<file path="src/hdl/fcc_pkg.sv">
// Package for the folded collation compare block.
// Holds the verdict and basis codes, the per-position step struct and the
// case-fold and weight functions. No dependencies.
package fcc_pkg;

   localparam int unsigned CharWidth   = 16;
   localparam int unsigned WeightWidth = CharWidth + 1;

   localparam logic [CharWidth-1:0] LatinUpperFirst    = 16'h0041;
   localparam logic [CharWidth-1:0] LatinUpperLast     = 16'h005A;
   localparam logic [CharWidth-1:0] CyrillicUpperFirst = 16'h0410;
   localparam logic [CharWidth-1:0] CyrillicUpperLast  = 16'h042F;
   localparam logic [CharWidth-1:0] CaseOffset         = 16'h0020;
   localparam logic [CharWidth-1:0] CyrillicUpperIo    = 16'h0401;
   localparam logic [CharWidth-1:0] CyrillicLowerIo    = 16'h0451;
   localparam logic [CharWidth-1:0] CyrillicLowerIe    = 16'h0435;

   typedef enum logic [1:0] {
      VERDICT_NONE = 2'd0,
      VERDICT_LESS = 2'd1,
      VERDICT_MORE = 2'd2
   } verdict_type;

   typedef enum logic [1:0] {
      BASIS_WEIGHT = 2'd0,
      BASIS_LENGTH = 2'd1,
      BASIS_RAW    = 2'd2,
      BASIS_EQUAL  = 2'd3
   } basis_type;

   localparam logic signed [1:0] OrderBefore = -2'sd1;
   localparam logic signed [1:0] OrderEqual  = 2'sd0;
   localparam logic signed [1:0] OrderAfter  = 2'sd1;

   // One position as it leaves the compare logic.
   typedef struct packed {
      logic        has_a;
      logic        has_b;
      logic        last;
      verdict_type key_cmp;
      verdict_type raw_cmp;
   } step_type;

   typedef struct packed {
      logic signed [1:0] order;
      basis_type         basis;
   } result_type;

   function automatic logic [CharWidth-1:0] fold_unit(input logic [CharWidth-1:0] c);
      logic [CharWidth-1:0] folded;
      folded = c;
      if ((c >= LatinUpperFirst && c <= LatinUpperLast) ||
          (c >= CyrillicUpperFirst && c <= CyrillicUpperLast)) begin
         folded = c + CaseOffset;
      end else if (c == CyrillicUpperIo) begin
         folded = CyrillicLowerIo;
      end
      return folded;
   endfunction

   // Lower-case io sorts directly after lower-case ie.
   function automatic logic [WeightWidth-1:0] unit_weight(input logic [CharWidth-1:0] f);
      logic [WeightWidth-1:0] w;
      if (f == CyrillicLowerIo) begin
         w = {CyrillicLowerIe, 1'b1};
      end else begin
         w = {f, 1'b0};
      end
      return w;
   endfunction

endpackage

</file>
<file path="src/hdl/folded_collation_compare_top.sv">
// Top level of the folded collation compare block: input register, compare
// logic, verdict tracking and output register. Depends on fcc_pkg,
// fcc_unit_cmp and fcc_verdict_track.
//
// Usage: two UTF-16 strings A and B are streamed one position per req
// transfer. req_tdata carries the code units of A and B, req_tuser the two
// presence flags, and req_tlast marks the final position of the pair.
// Positions without req_tlast produce no result; the transfer with
// req_tlast produces exactly one rsp transfer holding order and basis,
// and the verdict state then clears for the next pair.
// The result of a last position is held in the input register and then
// in the output register, which offers it on rsp. Throughput: one position
// per cycle, sustained while no last position waits for the output slot, set by
// the single registered pass through the fold, weight and compare logic.
// While a result waits in the output register, positions that are not
// last keep flowing in; only a second last position waits for the
// receiver, and then req_tready drops until rsp_tready frees the slot.
// Reset is synchronous and active high; it empties both registers and
// clears the verdict state, after which both strings count as empty.
module folded_collation_compare_top (
   input  logic        clock,
   input  logic        reset,
   input  logic        req_tvalid,
   output logic        req_tready,
   input  logic [31:0] req_tdata,   // [15:0] char_a, [31:16] char_b
   input  logic [1:0]  req_tuser,   // [0] has_a, [1] has_b
   input  logic        req_tlast,   // last
   output logic        rsp_tvalid,
   input  logic        rsp_tready,
   output logic [7:0]  rsp_tdata    // [1:0] order (signed), [3:2] basis, [7:4] zero
);

   // Input register stage.
   logic                          s1_valid_ff, s1_valid_in;
   logic [fcc_pkg::CharWidth-1:0] s1_char_a_ff;
   logic [fcc_pkg::CharWidth-1:0] s1_char_b_ff;
   logic                          s1_has_a_ff;
   logic                          s1_has_b_ff;
   logic                          s1_last_ff;
   logic                          s1_advance;

   // Output register stage.
   logic                          out_valid_ff, out_valid_in;
   fcc_pkg::result_type           out_result_ff;

   fcc_pkg::verdict_type          key_cmp;
   fcc_pkg::verdict_type          raw_cmp;
   fcc_pkg::step_type             step;
   fcc_pkg::result_type           result;
   logic                          out_load;

   // A position that is not last never needs the output slot, so it moves
   // on regardless of the receiver.
   assign s1_advance  = s1_valid_ff && (!s1_last_ff || !out_valid_ff || rsp_tready);
   assign req_tready  = !s1_valid_ff || s1_advance;
   assign s1_valid_in = req_tready ? req_tvalid : s1_valid_ff;
   assign out_load    = s1_advance && s1_last_ff;

   always_comb begin
      if (out_load) begin
         out_valid_in = 1'b1;
      end else if (rsp_tready) begin
         out_valid_in = 1'b0;
      end else begin
         out_valid_in = out_valid_ff;
      end
   end

   always_ff @(posedge clock) begin
      if (reset) begin
         s1_valid_ff  <= 1'b0;
         out_valid_ff <= 1'b0;
      end else begin
         s1_valid_ff  <= s1_valid_in;
         out_valid_ff <= out_valid_in;
      end
   end

   always_ff @(posedge clock) begin
      if (req_tvalid && req_tready) begin
         s1_char_a_ff <= req_tdata[15:0];
         s1_char_b_ff <= req_tdata[31:16];
         s1_has_a_ff  <= req_tuser[0];
         s1_has_b_ff  <= req_tuser[1];
         s1_last_ff   <= req_tlast;
      end
   end

   always_ff @(posedge clock) begin
      if (out_load) begin
         out_result_ff <= result;
      end
   end

   fcc_unit_cmp u_unit_cmp (
      .char_a  (s1_char_a_ff),
      .char_b  (s1_char_b_ff),
      .key_cmp (key_cmp),
      .raw_cmp (raw_cmp)
   );

   always_comb begin
      step.has_a   = s1_has_a_ff;
      step.has_b   = s1_has_b_ff;
      step.last    = s1_last_ff;
      step.key_cmp = key_cmp;
      step.raw_cmp = raw_cmp;
   end

   fcc_verdict_track u_verdict (
      .clock      (clock),
      .reset      (reset),
      .step_valid (s1_advance),
      .step       (step),
      .result     (result)
   );

   assign rsp_tvalid = out_valid_ff;
   assign rsp_tdata  = {4'b0000, out_result_ff.basis, out_result_ff.order};

endmodule

</file>
<file path="src/hdl/fcc_unit_cmp.sv">
// Per-position compare: folds and weights both code units and compares
// the weights and the raw units. Depends on fcc_pkg.
module fcc_unit_cmp (
   input  logic [fcc_pkg::CharWidth-1:0] char_a,
   input  logic [fcc_pkg::CharWidth-1:0] char_b,
   output fcc_pkg::verdict_type          key_cmp,
   output fcc_pkg::verdict_type          raw_cmp
);

   logic [fcc_pkg::WeightWidth-1:0] weight_a;
   logic [fcc_pkg::WeightWidth-1:0] weight_b;

   assign weight_a = fcc_pkg::unit_weight(fcc_pkg::fold_unit(char_a));
   assign weight_b = fcc_pkg::unit_weight(fcc_pkg::fold_unit(char_b));

   always_comb begin
      if (weight_a == weight_b) begin
         key_cmp = fcc_pkg::VERDICT_NONE;
      end else if (weight_a < weight_b) begin
         key_cmp = fcc_pkg::VERDICT_LESS;
      end else begin
         key_cmp = fcc_pkg::VERDICT_MORE;
      end
   end

   always_comb begin
      if (char_a == char_b) begin
         raw_cmp = fcc_pkg::VERDICT_NONE;
      end else if (char_a < char_b) begin
         raw_cmp = fcc_pkg::VERDICT_LESS;
      end else begin
         raw_cmp = fcc_pkg::VERDICT_MORE;
      end
   end

endmodule

</file>
<file path="src/hdl/fcc_verdict_track.sv">
// Running verdict state for one string pair and the final decision on the
// last position. Depends on fcc_pkg.
module fcc_verdict_track (
   input  logic                 clock,
   input  logic                 reset,
   input  logic                 step_valid,
   input  fcc_pkg::step_type    step,
   output fcc_pkg::result_type  result
);

   fcc_pkg::verdict_type key_ff, key_in;
   fcc_pkg::verdict_type len_ff, len_in;
   fcc_pkg::verdict_type raw_ff, raw_in;
   logic                 ended_a_ff, ended_a_in;
   logic                 ended_b_ff, ended_b_in;

   logic                 pres_a;
   logic                 pres_b;
   fcc_pkg::verdict_type key_new;
   fcc_pkg::verdict_type len_new;
   fcc_pkg::verdict_type raw_new;

   assign pres_a = step.has_a && !ended_a_ff;
   assign pres_b = step.has_b && !ended_b_ff;

   always_comb begin
      key_new = key_ff;
      len_new = len_ff;
      raw_new = raw_ff;
      if (pres_a && pres_b) begin
         if (key_ff == fcc_pkg::VERDICT_NONE) begin
            key_new = step.key_cmp;
         end
         if (raw_ff == fcc_pkg::VERDICT_NONE) begin
            raw_new = step.raw_cmp;
         end
      end else if (pres_a) begin
         if (len_ff == fcc_pkg::VERDICT_NONE) begin
            len_new = fcc_pkg::VERDICT_MORE;
         end
      end else if (pres_b) begin
         if (len_ff == fcc_pkg::VERDICT_NONE) begin
            len_new = fcc_pkg::VERDICT_LESS;
         end
      end
   end

   // A run ends on the last position, which leaves a clean slate.
   always_comb begin
      key_in     = key_ff;
      len_in     = len_ff;
      raw_in     = raw_ff;
      ended_a_in = ended_a_ff;
      ended_b_in = ended_b_ff;
      if (step_valid) begin
         if (step.last) begin
            key_in     = fcc_pkg::VERDICT_NONE;
            len_in     = fcc_pkg::VERDICT_NONE;
            raw_in     = fcc_pkg::VERDICT_NONE;
            ended_a_in = 1'b0;
            ended_b_in = 1'b0;
         end else begin
            key_in     = key_new;
            len_in     = len_new;
            raw_in     = raw_new;
            ended_a_in = ended_a_ff || !pres_a;
            ended_b_in = ended_b_ff || !pres_b;
         end
      end
   end

   always_ff @(posedge clock) begin
      if (reset) begin
         key_ff     <= fcc_pkg::VERDICT_NONE;
         len_ff     <= fcc_pkg::VERDICT_NONE;
         raw_ff     <= fcc_pkg::VERDICT_NONE;
         ended_a_ff <= 1'b0;
         ended_b_ff <= 1'b0;
      end else begin
         key_ff     <= key_in;
         len_ff     <= len_in;
         raw_ff     <= raw_in;
         ended_a_ff <= ended_a_in;
         ended_b_ff <= ended_b_in;
      end
   end

   function automatic logic signed [1:0] to_order(input fcc_pkg::verdict_type v);
      logic signed [1:0] o;
      case (v)
         fcc_pkg::VERDICT_LESS: o = fcc_pkg::OrderBefore;
         fcc_pkg::VERDICT_MORE: o = fcc_pkg::OrderAfter;
         default:               o = fcc_pkg::OrderEqual;
      endcase
      return o;
   endfunction

   always_comb begin
      if (key_new != fcc_pkg::VERDICT_NONE) begin
         result.basis = fcc_pkg::BASIS_WEIGHT;
         result.order = to_order(key_new);
      end else if (len_new != fcc_pkg::VERDICT_NONE) begin
         result.basis = fcc_pkg::BASIS_LENGTH;
         result.order = to_order(len_new);
      end else if (raw_new != fcc_pkg::VERDICT_NONE) begin
         result.basis = fcc_pkg::BASIS_RAW;
         result.order = to_order(raw_new);
      end else begin
         result.basis = fcc_pkg::BASIS_EQUAL;
         result.order = fcc_pkg::OrderEqual;
      end
   end

endmodule

</file>
<file path="config.mk">
export PLATFORM = sky130hd
export DESIGN_NAME = folded_collation_compare_top
export DESIGN_NICKNAME = d
export VERILOG_FILES = /design/src/hdl/fcc_pkg.sv /design/src/hdl/folded_collation_compare_top.sv /design/src/hdl/fcc_unit_cmp.sv /design/src/hdl/fcc_verdict_track.sv
export SDC_FILE = /design/constraint.sdc
export NUM_CORES = 1
export LEC_CHECK = 0
export BUFFER_PORTS_ARGS = -buffer_cell sky130_fd_sc_hd__buf_2
export CAP_MARGIN = 20
export CORE_MARGIN = 2
export CORE_UTILIZATION = 47
export CTS_CLUSTER_SIZE = 30
export DETAILED_ROUTE_END_ITERATION = 7
export PLACE_DENSITY = 0.75
export SYNTH_ARGS = -nofsm -noshare
export SYNTH_HDL_FRONTEND = slang
export SYNTH_SLANG_ARGS = --single-unit
</file>
<file path="constraint.sdc">
create_clock -name clock -period 10.2 [get_ports clock]
set_clock_uncertainty 0.15 [all_clocks]
set_input_delay 0.51 -clock clock [delete_from_list [all_inputs] [get_ports clock]]
set_output_delay 0.51 -clock clock [all_outputs]
set_load 0.03 [all_outputs]
</file>
==> results of run 1 <==
registers in the layout, indices dropped and copies added (netlist names):
register,count
s1_char_a_ff,16
s1_char_b_ff,16
rsp_tdata,4
u_verdict.key_ff,2
u_verdict.len_ff,2
u_verdict.raw_ff,2
rsp_tvalid,1
s1_has_a_ff,1
s1_has_b_ff,1
s1_last_ff,1
s1_valid_ff,1
u_verdict.ended_a_ff,1
u_verdict.ended_b_ff,1
routing by layer:
| layer | vias up | track usage | part of all wire |
|---|---|---|---|
| met4 | 0 | 0.0696 | 0.018 |
| met5 | - | 0 | 0 |
| met1 | 1076 | 0.214 | 0.46 |
| met2 | 59 | 0.290 | 0.48 |
| met3 | 9 | 0.0276 | 0.041 |
| li1 | 1221 | - | - |
worst max-delay path, delay by kind of cell (launching register included):
family | cells | cell delay, ns
DFF | 1 | 0.43
and+or+nand+nor | 9 | 2.14
AOI/OAI and AO/OA | 5 | 0.83
adders and majority gates | 2 | 0.53
power groups by stage:
| stage | Combinational (µW) | Clock, µW | Sequential (µW) |
|---|---|---|---|
| after global routing | 90.5 | 124 | 240 |
| after detailed placement | 77.7 | 0 | 244 |
| after CTS | 78.0 | 118 | 239 |
| after global placement | 75.5 | 0 | 243 |
| after floorplan | 59.1 | 0 | 241 |
| final | 79.0 | 113 | 239 |
path summary, 6_finish.rpt:
kind                        start                   end  slack, ns  depth (start not counted)
max reg2reg      s1_char_b_ff[12]          rsp_tdata[0]       5.87                         16
min                  req_tuser[0]           s1_has_a_ff       0.23                          1
max              s1_char_b_ff[12]          rsp_tdata[0]       5.87                         16
min reg2reg  u_verdict.ended_b_ff  u_verdict.ended_b_ff       0.33                          2
layout make-up:
class	count	area (µm²)
well taps	80	100
fillers	605	3120
clock inverters	2	13.8
flip-flops and latches	49	1370
multi-input cells	223	1630
clock buffers	6	72.6
inverters	34	128
repair buffers	45	240
logic make-up (layout without fill, tap and decap cells):
logic type	count (synthesis)	in the layout	share of synthesized area
flops	49	49	0.429
xor+xnor	2	2	0.00548
compound gates	69	69	0.150
buf+inv	53	87	0.0682
fa+ha+maj	44	44	0.172
other cells	1	4	0.00117
simple gates	100	100	0.161
mux	4	4	0.0129
metrics by stage:
stage	worst slack, ns	utilization	area, µm²	power (µW)
global placement	5.95	0.516	3450	319
finish	5.87	0.532	3560	430
CTS	5.86	0.529	3540	435
global route	5.63	0.532	3560	455
floorplan	6.40	-	3210	300
detailed placement	5.90	0.516	3450	321
cells in the final DEF, fill, tap and decap left out, types with 4 or more instances in the layout:
cell | netlist | routed
nand4_1 | 7 | 7
clkbuf_8 | 0 | 5
o21a_1 | 5 | 5
nor2_1 | 29 | 29
a31oi_1 | 5 | 4
nor3b_1 | 6 | 6
ha_1 | 44 | 44
edfxtp_1 | 39 | 39
buf_2 | 3 | 44
inv_1 | 34 | 34
nor2b_1 | 4 | 4
a21o_1 | 5 | 5
conb_1 | 1 | 4
nand2_1 | 22 | 22
nand3_1 | 7 | 7
o21ai_0 | 5 | 5
a211oi_1 | 4 | 4
dfxtp_1 | 10 | 10
a21oi_1 | 23 | 23
or2_2 | 4 | 4
nor4_1 | 5 | 5
==> flow_summary.toml, run 1 <==
[floorplanning]
die_width_um = 86.4
start_util = 0.478
core-area_um2 = 6680
boundaryPins = 49
die_h_um = 86.4
rows = 30
die_area_um2 = 7470

[sta]
whs_ns = 0.225
rsz0062_at_grt = "false"
tightest_slew_ns = 0.576
slew_headroom = 0.614
fmax_ghz = 0.231
drv_slew = 0
finalHoldViolations = 0
fin_crit_ns = 4.33
period_share = 0.425
tns_ns = 0
finalSetupViolCount = 0

[clock_tree]
htree_levels = 2
cts_resized = 0
cts_made_buffers = 5
clock_sinks = 49
cts-root-buf = "clkbuf_8"
clkTransAtPathRegs_ns = 0.09
post_cts_buffers = 0
clk_latency_ns = 0.30
tritoncts = "yes"
cts-hold-fix-buffers = 0
clk_path_buf_depth = 2

[placement]
gp_congestion = 0.928
dp.cells = 430
io_buffers = 44
hpwl_mm = 4.83

[final_layout]
final_nets = 441
drive_gt1_frac = 0.187
syn2layout_area_growth_pct = 11.4
num_antenna_cells = 0
fin_cells = 439

[worst_setup_path]
cp_slowest_cell = "or4_4"
crit_required_ns = 10.10
cpMostUsedCell = "nor2_1"
crit_fanout = 4
endpoint_kind = "flop"
max_stage_delay_ns = 0.57
start_kind = "flop"
cp_data_arrival_time_ns = 4.24
path_class = "reg -> reg"
path_cells = "nor4_1, nand2_1, or4_4, nor2_1, o211a_1, nor2_1, ha_1, nand3_1, o21bai_2, a31oi_1, or4_4, a211oi_1, nor2_1, ha_1, nand2_1, o21ai_0"

[power]
power.switching_uw = 118
powerDensity_nw_per_um2 = 121
irDropWorstVdd_mv = 0.0670
switching_share = 0.274
pwr-share-clk = 0.262
p_seq_frac = 0.555
p_int_uw = 312
p_leak_uw = 0.00159
p_comb_frac = 0.184

[logic_synthesis]
synth_cells = 322
async_reset_ff_frac = 0
synth_seq_cells = 49
ys_top_cells_by_area = "edfxtp_1 37%, ha_1 17%, dfxtp_1 6.3%"
yosysUniqueCellTypes = 51
synth.most_common_cell = "ha_1"
synth_top_area_frac = 0.367
synth-edff-count = 39
syn_area_um2 = 3190
yosysSeqAreaShare = 0.429
yosys-top-cells-count = "44 x ha_1, 39 x edfxtp_1, 34 x inv_1, 29 x nor2_1, 23 x a21oi_1"
ys.flop_type = "edfxtp_1"
yosys_warnings = 0
synth.largest_area_cell = "edfxtp_1"
avgSynthCellArea_um2 = 9.92

[status]
outcome = "finished, final reports clean"

[drt]
final_antenna_net_count = 0
wire_per_inst_um = 13.6
drtIter0Drc = 115
dr.pass1.iters = 4
viasPerCell = 5.39
num_vias = 2365
drcViolationCount = 0
routed_wl_mm = 5.98

[grt]
first_global_vias = 2291
grt_max_degree = 36
antenna_found_initial = 0
grt_overflow = 0
grtUsageTotal = 0.170
grt_first_pass_wirelength_mm = 10.0

[job]
maxCapViolCount = 0

[min_path]
hp-class = "in -> reg"
(Power assumes the default switching activity.)
==> run 2: changes to the inputs <==
==> constraint.sdc (replaced) <==
create_clock -name clock -period 4.5 [get_ports clock]
set_clock_uncertainty 0.15 [all_clocks]
set_input_delay 0.225 -clock clock [delete_from_list [all_inputs] [get_ports clock]]
set_output_delay 0.225 -clock clock [all_outputs]
set_load 0.03 [all_outputs]
==> run 2 against run 1 <==
  * Combinational power rose to 2.7 times the previous value
  * Maximum frequency grew 3.0%
  * Clock power increased to 2.7 times the previous value
  * Register-to-register slack got worse by 5.6 ns
  * Design area up 12%
  * Sequential power up 130%
  * Flip-flop and latch count did not move
  * First-iteration DRC count down 2.6%
  * Count of clock-buffer cells in the layout unchanged
  * Non-clock buffer count up 41
  * Routed wire length increased by 11%
==> flow_summary.toml, run 2 (synthesized netlist as in run 1, its figures left out) <==
[sta]
fmax_ghz = 0.238
rsz0062_at_grt = "false"
tns_ns = 0
fin_crit_ns = 4.21
drv_slew = 0
tightest_slew_ns = 0.513
slew_headroom = 0.656
period_share = 0.935
finalHoldViolations = 0
finalSetupViolCount = 0

[clock_tree]
clock_sinks = 49
cts-root-buf = "clkbuf_8"
htree_levels = 2
tritoncts = "yes"
clk_path_buf_depth = 2
clk_latency_ns = 0.31
clkTransAtPathRegs_ns = 0.09
cts_made_buffers = 5

[power]
p_seq_frac = 0.514
pwr-share-clk = 0.286
powerDensity_nw_per_um2 = 263
p_leak_uw = 0.00177
p_int_uw = 764
switching_share = 0.271
p_comb_frac = 0.200
power.switching_uw = 284
irDropWorstVdd_mv = 0.187

[final_layout]
nFillCells = 562
syn2layout_area_growth_pct = 24.6
drive_gt1_frac = 0.185
mostFrequentLayoutCells = "44 x ha_1, 44 x buf_2, 39 x edfxtp_1, 36 x dlygate4sd3_1, 34 x inv_1"
fin_cells = 480
stdcell_area_um2 = 3980
post-route-util = 0.596
num_antenna_cells = 0
final_nets = 482

[worst_setup_path]
endpoint_kind = "flop"
r2r-start = "s1_char_b_ff[12]"
r2r_slack_ns = 0.29
cp_data_arrival_time_ns = 4.12
path_cells = "nor4_1, nand2_1, or4_4, nor2_1, o211a_1, nor2_1, ha_1, nand3_1, o21bai_2, a31oi_1, or4_4, a211oi_1, nor2_1, ha_1, nor2_1, a21oi_1"
cpMostUsedCell = "nor2_1"
rr_endpoint = "rsp_tdata[1]"
crit_end = "rsp_tdata[1]"
start_kind = "flop"
max_stage_delay_ns = 0.57
crit_required_ns = 4.42
cp_slowest_cell = "or4_4"
rr_worst_depth = 16
path_class = "reg -> reg"
setup.worst_path.start = "s1_char_b_ff[12]"
crit_fanout = 4

[drt]
wire_per_inst_um = 13.8
drcViolationCount = 0
final_antenna_net_count = 0
dr.pass1.iters = 4
num_vias = 2567
viasPerCell = 5.35
drtIter0Drc = 112
routed_wl_mm = 6.62

[grt]
grt_overflow = 0
first_global_vias = 2541
antenna_found_initial = 0
grtUsageTotal = 0.187
grt_first_pass_wirelength_mm = 11.1
grt_max_degree = 36

[floorplanning]
die_h_um = 86.4
die_width_um = 86.4
boundaryPins = 49
die_area_um2 = 7470
start_util = 0.478
rows = 30
core-area_um2 = 6680

[status]
outcome = "finished, final reports clean"

[job]
maxCapViolCount = 0

[min_path]
hp-class = "in -> reg"
worstHoldStart = "req_tvalid"
whs_path_depth = 3

[placement]
dp.cells = 434
postPlaceCellArea_um2 = 3480
hpwl_mm = 4.81
gp_congestion = 0.939
io_buffers = 44
run 2: cell count changes in the layout (fill, tap and decap cells not counted), sizes merged:
cell         previous run  this run
dlygate4sd3             0        36
buf                    45        50
run 2: repair_timing:
action	CTS	global route
setup endpoints to repair	0	4
endpoints found under the hold margin	37	0
hold buffers	36	0
resized for setup	0	1
setup buffers	0	1
run 2: area by class of cell:
class                      instances  area (µm²)  area share
clock inverter                     2        13.8     0.00346
tap                               80         100      0.0251
sequential                        49        1370       0.345
clock buffer                       6        93.8      0.0236
multi-input combinational        223        1640       0.411
inverter                          34         128      0.0321
timing repair buffer              86         638       0.160
run 2: per-layer routing:
metal  track usage  up-vias  wire length, µm
li1              -     1310                -
met1         0.232     1183             2920
met2         0.336       67             3410
met3        0.0314        7              225
met4        0.0483        0               70
met5             0        -                0
run 2: worst min-delay path by stage:
stage,to,slack (ns)
2_1_floorplan,s1_valid_ff,0.14
3_3_place_gp,s1_char_b_ff[7],0.25
3_5_place_dp,s1_char_a_ff[15],0.25
4_1_cts,s1_valid_ff,0.04
5_1_grt,s1_valid_ff,0.06
6_report,s1_valid_ff,0.05
run 2: power groups by stage:
stage | clock [µW] | combinational, µW | sequential (µW)
floorplan | 0 | 134 | 546
global placement | 0 | 177 | 548
detailed placement | 0 | 181 | 549
CTS | 310 | 206 | 539
global route | 326 | 239 | 542
finish | 300 | 210 | 539
run 2: critical path, delay by kind of cell, from the launching register on:
family / cells / cell delay, ns
and+or+nand+nor: 9 / 2.12
AOI/OAI and AO/OA: 5 / 0.74
adders and majority gates: 2 / 0.53
DFF: 1 / 0.42
run 2: metrics by stage:
stage / setup WS, ns / hold WS [ns] / total power (µW)
after floorplan: 0.699 / 0.144 / 680
after global placement: 0.390 / 0.251 / 726
after detailed placement: 0.279 / 0.253 / 730
after CTS: 0.258 / 0.0433 / 1060
after global routing: 0.0287 / 0.0595 / 1110
final: 0.294 / 0.0520 / 1050
